### src/sv/drrl_pkg.sv
package drrl_pkg;

    localparam int REGION_SLOTS = 64;
    localparam int SLOT_W       = (REGION_SLOTS > 1) ? $clog2(REGION_SLOTS) : 1;
    localparam int COORD_W      = 11;
    localparam int IN_W         = 12;
    localparam int INDEX_W      = 6;
    localparam int CFG_IDX_W    = 1;

    localparam logic [COORD_W-1:0] WIDTH_RESET  = COORD_W'(640);
    localparam logic [COORD_W-1:0] HEIGHT_RESET = COORD_W'(480);

    typedef enum logic [CFG_IDX_W-1:0] {
        REG_SCREEN_WIDTH  = 1'b0,
        REG_SCREEN_HEIGHT = 1'b1
    } t_cfg_reg;

    typedef enum logic [1:0] {
        ACT_ADD    = 2'd0,
        ACT_ROTATE = 2'd1,
        ACT_MARK   = 2'd2,
        ACT_READ   = 2'd3
    } t_action;

    typedef struct packed {
        logic [COORD_W-1:0] l;
        logic [COORD_W-1:0] t;
        logic [COORD_W-1:0] r;
        logic [COORD_W-1:0] b;
        logic               redraw;
    } t_rect;

    typedef struct packed {
        logic load;
        logic scan;
        logic exec;
        logic read;
        logic emit;
    } t_cmd;

    typedef struct packed {
        logic clip_empty;
        logic last;
        logic all_done;
    } t_stat;

    function automatic logic rect_zero(input t_rect e);
        return (e.l == '0) && (e.t == '0) && (e.r == '0) && (e.b == '0);
    endfunction

endpackage

### src/sv/drrl_ctrl.sv
module drrl_ctrl (
    input  logic            i_clk,
    input  logic            i_rst_n,
    input  logic            start,
    input  logic [1:0]      i_action,
    input  drrl_pkg::t_stat i_stat,
    output logic            busy,
    output logic            o_strobe,
    output drrl_pkg::t_cmd  o_cmd
);

    typedef enum logic [3:0] {
        ST_IDLE = 4'b0001,
        ST_SCAN = 4'b0010,
        ST_EXEC = 4'b0100,
        ST_READ = 4'b1000
    } t_state;

    t_state         r_state;
    t_state         n_state;
    logic           r_strobe;
    drrl_pkg::t_cmd w_cmd;

    always_comb begin
        n_state = r_state;
        w_cmd   = '0;
        case (r_state)
            ST_IDLE: begin
                if (start) begin
                    w_cmd.load = 1'b1;
                    case (drrl_pkg::t_action'(i_action))
                        drrl_pkg::ACT_ADD:  n_state = ST_SCAN;
                        drrl_pkg::ACT_READ: n_state = ST_READ;
                        default:            n_state = ST_EXEC;
                    endcase
                end
            end
            ST_SCAN: begin
                w_cmd.scan = 1'b1;
                if (i_stat.clip_empty || i_stat.last || i_stat.all_done) begin
                    w_cmd.emit = 1'b1;
                    n_state    = ST_IDLE;
                end
            end
            ST_EXEC: begin
                w_cmd.exec = 1'b1;
                w_cmd.emit = 1'b1;
                n_state    = ST_IDLE;
            end
            ST_READ: begin
                w_cmd.read = 1'b1;
                w_cmd.emit = 1'b1;
                n_state    = ST_IDLE;
            end
            default: begin
                n_state = ST_IDLE;
            end
        endcase
    end

    always_ff @(posedge i_clk) begin
        if (!i_rst_n) begin
            r_state  <= ST_IDLE;
            r_strobe <= 1'b0;
        end else begin
            r_state  <= n_state;
            r_strobe <= w_cmd.emit;
        end
    end

    assign busy     = (r_state != ST_IDLE);
    assign o_strobe = r_strobe;
    assign o_cmd    = w_cmd;

endmodule

### config.mk
export PLATFORM = sky130hd
export DESIGN_NAME = drrl_ctrl
export DESIGN_NICKNAME = d
export VERILOG_FILES = /design/src/sv/drrl_pkg.sv /design/src/sv/drrl_ctrl.sv
export SDC_FILE = /design/constraint.sdc
export NUM_CORES = 1
export LEC_CHECK = 0
export BUFFER_PORTS_ARGS = -buffer_cell sky130_fd_sc_hd__buf_2
export CAP_MARGIN = 20
export CORE_AREA = 3 3 40 42
export DETAILED_ROUTE_END_ITERATION = 10
export DIE_AREA = 0 0 43 45
export PLACE_DENSITY = 0.51
export SLEW_MARGIN = 20
export SYNTH_ARGS = -nofsm -noshare
export SYNTH_HDL_FRONTEND = slang
export SYNTH_SLANG_ARGS = --single-unit
### constraint.sdc
create_clock -name i_clk -period 1.3 [get_ports i_clk]
set_input_delay 0.26 -clock i_clk [delete_from_list [all_inputs] [get_ports i_clk]]
set_output_delay 0.26 -clock i_clk [all_outputs]
set_load 0.02 [all_outputs]
==> results of run 1 <==
[power by group through the flow]
stage / combinational [mW] / clock, mW / sequential [mW]
floorplan: 0.0368 / 0 / 0.176
global placement: 0.0779 / 0 / 0.174
detailed placement: 0.0780 / 0 / 0.174
CTS: 0.0866 / 0.191 / 0.170
global route: 0.109 / 0.208 / 0.170
finish: 0.101 / 0.184 / 0.169
[registers in the layout, summed over array words and instances, names as in the netlist]
register / flops
o_strobe: 1
r_state: 4
[routing by layer]
metal  wire length (µm)  global-route usage [%]
met4                 17                    9.04
met2                351                    12.3
met5                  0                       0
met3                 42                    2.39
met1                239                    8.23
[layout make-up]
class                   count  area [µm²]
flip-flops and latches      5         113
clock buffers               4        26.3
multi-input cells          17         211
fillers                   133         756
repair buffers             19         149
well taps                  15        18.8
inverters                   3        11.3
[worst paths after layout]
path	from	to	slack, ps	depth (start not counted)
worst max-delay path	r_state[3]	o_cmd[4]	-220	3
worst min-delay path	i_rst_n	r_state[0]	230	2
worst max register to register	r_state[0]	r_state[1]	0	5
worst min register to register	r_state[0]	o_strobe	580	3
[cells by family (layout without fill, tap and decap cells)]
group | after synthesis | count (layout) | share of synthesized area (%)
AND/OR/NAND/NOR | 11 | 11 | 40.7
adder cells (fa/ha/maj) | 2 | 2 | 9.05
flip-flops | 5 | 5 | 36.2
AO/OA/AOI/OAI | 4 | 4 | 9.96
buffers and inverters | 3 | 26 | 4.07
[critical path: stages (launching register included)]
cell     delay, ps
dfxtp_4        370
nor4b_4        330
and2_4         210
buf_6          110
[synthesized netlist by cell type]
cell type / count / area share, %
o31ai_1: 1 / 2.7
ha_1: 2 / 9.0
o21a_1: 1 / 2.7
nor4b_4: 2 / 17
a21boi_1: 1 / 2.7
dfxtp_1: 5 / 36
nor4b_1: 2 / 6.3
and3_1: 3 / 6.8
nand2_1: 1 / 1.4
nor4b_2: 1 / 5.4
and2_1: 1 / 2.3
nor2_1: 1 / 1.4
inv_1: 3 / 4.1
o21ai_1: 1 / 1.8
[placed cells by master, fill, tap and decap left out]
master    netlist  final
dfxtp_1         5      1
clkbuf_1        0      1
ha_1            2      2
clkbuf_4        0      3
nor4b_4         2      5
and3_1          3      3
nor2_1          1      1
o21ai_1         1      1
buf_2           0      8
dfxtp_2         0      1
dfxtp_4         0      3
o21a_1          1      1
a21boi_1        1      1
nand2_1         1      1
inv_1           3      3
o31ai_2         0      1
buf_4           0      4
and2_4          0      1
buf_6           0      7
[timing repair]
action | CTS | global route
endpoints found under the hold margin | 0 | 0
pin swaps | 2 | 2
gates resized for setup | 13 | 7
buffers inserted | 1 | 1
endpoints found under the setup margin | 6 | 8
cloned | 0 | 0
[through the flow]
stage,setup WS [ps],cells,area [µm²],power [mW],TNS (ps)
after floorplan,-94.7,25,310,0.212,-103
after detailed placement,-9.65,57,422,0.252,-9.65
final,-219,63,529,0.454,-1010
after global placement,6.52,57,422,0.252,0
after CTS,-233,62,500,0.447,-970
after global routing,-296,63,529,0.487,-1580
==> impl_metrics.toml, run 1 <==
[global_route]
grt_antenna_before_repair = 0
grt_max_degree = 6
first_global_vias = 291
grt_pass1_wl_mm = 1.08
grt_usage_pct = 8.01
grt_overflow = 0

[synth]
synth_area_um2 = 277
syn_area_per_cell_um2 = 11.1
yosysSeqAreaShare_pct = 36.2
synth-seq-cells = 5
ys_warn_count = 0
yosysUniqueCellTypes = 14
netlist_instances = 25
syn-num-nets = 35

[floorplanning]
dieArea_mm2 = 0.00194
initial_core_util_pct = 21.5
die_w_um = 43
ios = 15
die_y_um = 45
core-area_mm2 = 0.00128
row_count = 13

[timing]
period_needed_ps = 1520
fmax_ghz = 0.658
fin_skew_ps = 6.57
holdWs_ps = 232
rsz0062_at_grt = "yes"
setup_ws_ps = -219
tightest_slew_ps = 269
setup_viol = 7
drv_slew = 0
period_share_pct = 117
relSlewSlack_pct = 82.0
hold_violations = 0

[power_and_ir_drop]
p_seq_share_pct = 37.3
cell_internal_pwr_uw = 330
power_density_mw_per_mm2 = 857
p_switching_uw = 124
leakagePower_nw = 0.250
swShare_pct = 27.4
peakVddDrop_mv = 0.379
clkPwrFrac_pct = 40.6
combPwrFrac_pct = 22.2

[drt]
drc = 0
drtAntennaViolNets = 0
via_per_inst = 4.32
first_pass_iters = 3
vias = 272
wl_um = 650
drt_iter0_markers = 3
wire_per_inst_um = 10.3

[layout]
fin_util_pct = 41.2
nNetsFinal = 59
area_growth_pct = 91.4
layout-drive-gt1-share_pct = 68.8
n_antenna_cell = 0

[critical_path]
arrival_ps = 1260
crit_type = "flop to output port"
critPathLaunchType = "flop"
cp-end-kind = "output port"
cp_max_fo = 4
required_ps = 1040

[outcome]
outcome = "finished with violations"
violations = "setup timing"

[worst_hold_path]
hold_path_class = "primary input to flop"

[clock_tree]
clock_tree.buffer_depth = 2
clk_pin_slew_ps = 50
cts_buffers = 3
clock-sinks = 5
cts_root_buffer = "clkbuf_4"
hold_buffers = 0
clkLatencyLatePin_ps = 250
htreeDepth = 1
cts_tree = "built"

[place]
post-dp-hpwl_um = 528
gp_congestion = 0.593
io_buffers = 14

[run]
drv_cap = 0
(Power assumes the default switching activity.)
==> inputs of run 2 (changes only) <==
--- a/config.mk
+++ b/config.mk
@@ -10,7 +10,6 @@
 export CORE_AREA = 3 3 40 42
 export DETAILED_ROUTE_END_ITERATION = 10
 export DIE_AREA = 0 0 43 45
-export PLACE_DENSITY = 0.51
 export SLEW_MARGIN = 20
 export SYNTH_ARGS = -nofsm -noshare
 export SYNTH_HDL_FRONTEND = slang
==> impl_metrics.toml, run 2 (synthesis gave the netlist of run 1 again) <==
[outcome]
outcome = "finished with violations"
violations = "setup timing"

[timing]
fmax_ghz = 0.673
holdWs_ps = 239
relSlewSlack_pct = 83.8
setup_viol = 7
fin_tns_setup_ps = -795
hold_violations = 0
tightest_slew_ps = 241
period_needed_ps = 1490
setup_ws_ps = -185
drv_slew = 0
rsz0062_at_grt = "yes"
fin_skew_ps = 3.58
period_share_pct = 114

[critical_path]
cp_max_fo = 4
crit_type = "flop to output port"
required_ps = 1040
cp_slowest_cell = "dfxtp_4"
arrival_ps = 1230
crit_chain = "nor4b_4 > and2_4 > buf_6"
critPathLaunchType = "flop"
cp-end-kind = "output port"
crit_buf_inv = 1
critPathMaxStageDelay_ps = 370
crit_family = "simple AND/OR/NAND/NOR gates"

[drt]
wl_met1_um = 264
wl_met2_um = 370
first_pass_iters = 1
drtAntennaViolNets = 0
vias = 267
wire_per_inst_um = 10.6
wl_um = 666
routed-wl-met3_um = 31
drc = 0
via_per_inst = 4.24
drt_iter0_markers = 0
top_layer_used = "met3"

[clock_tree]
clock_tree.buffer_depth = 2
clock-sinks = 5
htreeDepth = 1
cts_root_buffer = "clkbuf_4"
clk_pin_slew_ps = 40
clkLatencyLatePin_ps = 240
cts_tree = "built"
cts_buffers = 3
hold_buffers = 0

[layout]
top_register = "r_state"
final_cell_mix = "8 x buf_2, 6 x buf_6, 5 x nor4b_4, 5 x buf_4"
final_common_cell = "buf_2"
largest_reg_flops = 4
n_antenna_cell = 0
nNetsFinal = 59
layout-drive-gt1-share_pct = 70.8
area_growth_pct = 91.0
fin_util_pct = 41.1

[global_route]
grt_pass1_wl_mm = 1.22
grt_usage_pct = 8.82
grt_antenna_before_repair = 0
grt_max_degree = 6
first_global_vias = 318
grt_overflow = 0

[floorplanning]
core-area_mm2 = 0.00128
initial_core_util_pct = 21.5
die_w_um = 43
die_y_um = 45
ios = 15
dieArea_mm2 = 0.00194
row_count = 13

[power_and_ir_drop]
combPwrFrac_pct = 22.4
p_switching_uw = 116
swShare_pct = 26.0
peakVddDrop_mv = 0.311
leakagePower_nw = 0.249
clkPwrFrac_pct = 39.6
power_density_mw_per_mm2 = 842
cell_internal_pwr_uw = 329
p_seq_share_pct = 38.0

[place]
post-dp-hpwl_um = 576
io_buffers = 14
gp_congestion = 0.643
pre_cts_ws_ps = -0.178

[run]
drv_cap = 0

[worst_hold_path]
hold_path_class = "primary input to flop"
run 2: final cells by class:
class / count / area (µm²)
inverters: 3 / 11.3
fillers: 136 / 757
clock buffers: 4 / 26.3
flip-flops and latches: 5 / 113
multi-input cells: 17 / 214
repair buffers: 19 / 145
well taps: 15 / 18.8
run 2: per-stage QoR:
stage	total power, mW	instances	cell area, µm²
2_1_floorplan	0.212	25	310
3_3_place_gp	0.251	57	422
3_5_place_dp	0.252	57	422
4_1_cts	0.444	63	513
5_1_grt	0.477	63	528
6_report	0.445	63	528
run 2: what timing repair did:
| item | 4_1_cts | 5_1_grt |
|---|---|---|
| endpoints found under the setup margin | 6 | 8 |
| pin swaps | 1 | 3 |
| resized for setup | 15 | 5 |
| buffers inserted | 2 | 0 |
| hold endpoints to repair | 0 | 0 |
run 2: worst paths after layout:
check | start | end | slack (ps) | cells after the start
max | r_state[2] | o_cmd[4] | -190 | 3
min | i_rst_n | r_state[0] | 240 | 2
max reg2reg | r_state[3] | r_state[1] | 0 | 5
min reg2reg | r_state[1] | o_strobe | 680 | 3
run 2: power by group through the flow:
stage	Sequential, mW	Combinational (mW)	Clock [mW]
after global placement	0.174	0.0773	0
after detailed placement	0.174	0.0783	0
after floorplan	0.176	0.0368	0
after CTS	0.171	0.0896	0.183
after global routing	0.170	0.109	0.198
final	0.169	0.0996	0.176
run 2: layer usage:
| metal | up-vias | GRT usage, % |
|---|---|---|
| met2 | 8 | 14.1 |
| met5 | - | 0 |
| li1 | 137 | - |
| met4 | 0 | 9.04 |
| met3 | 0 | 2.79 |
| met1 | 122 | 8.89 |
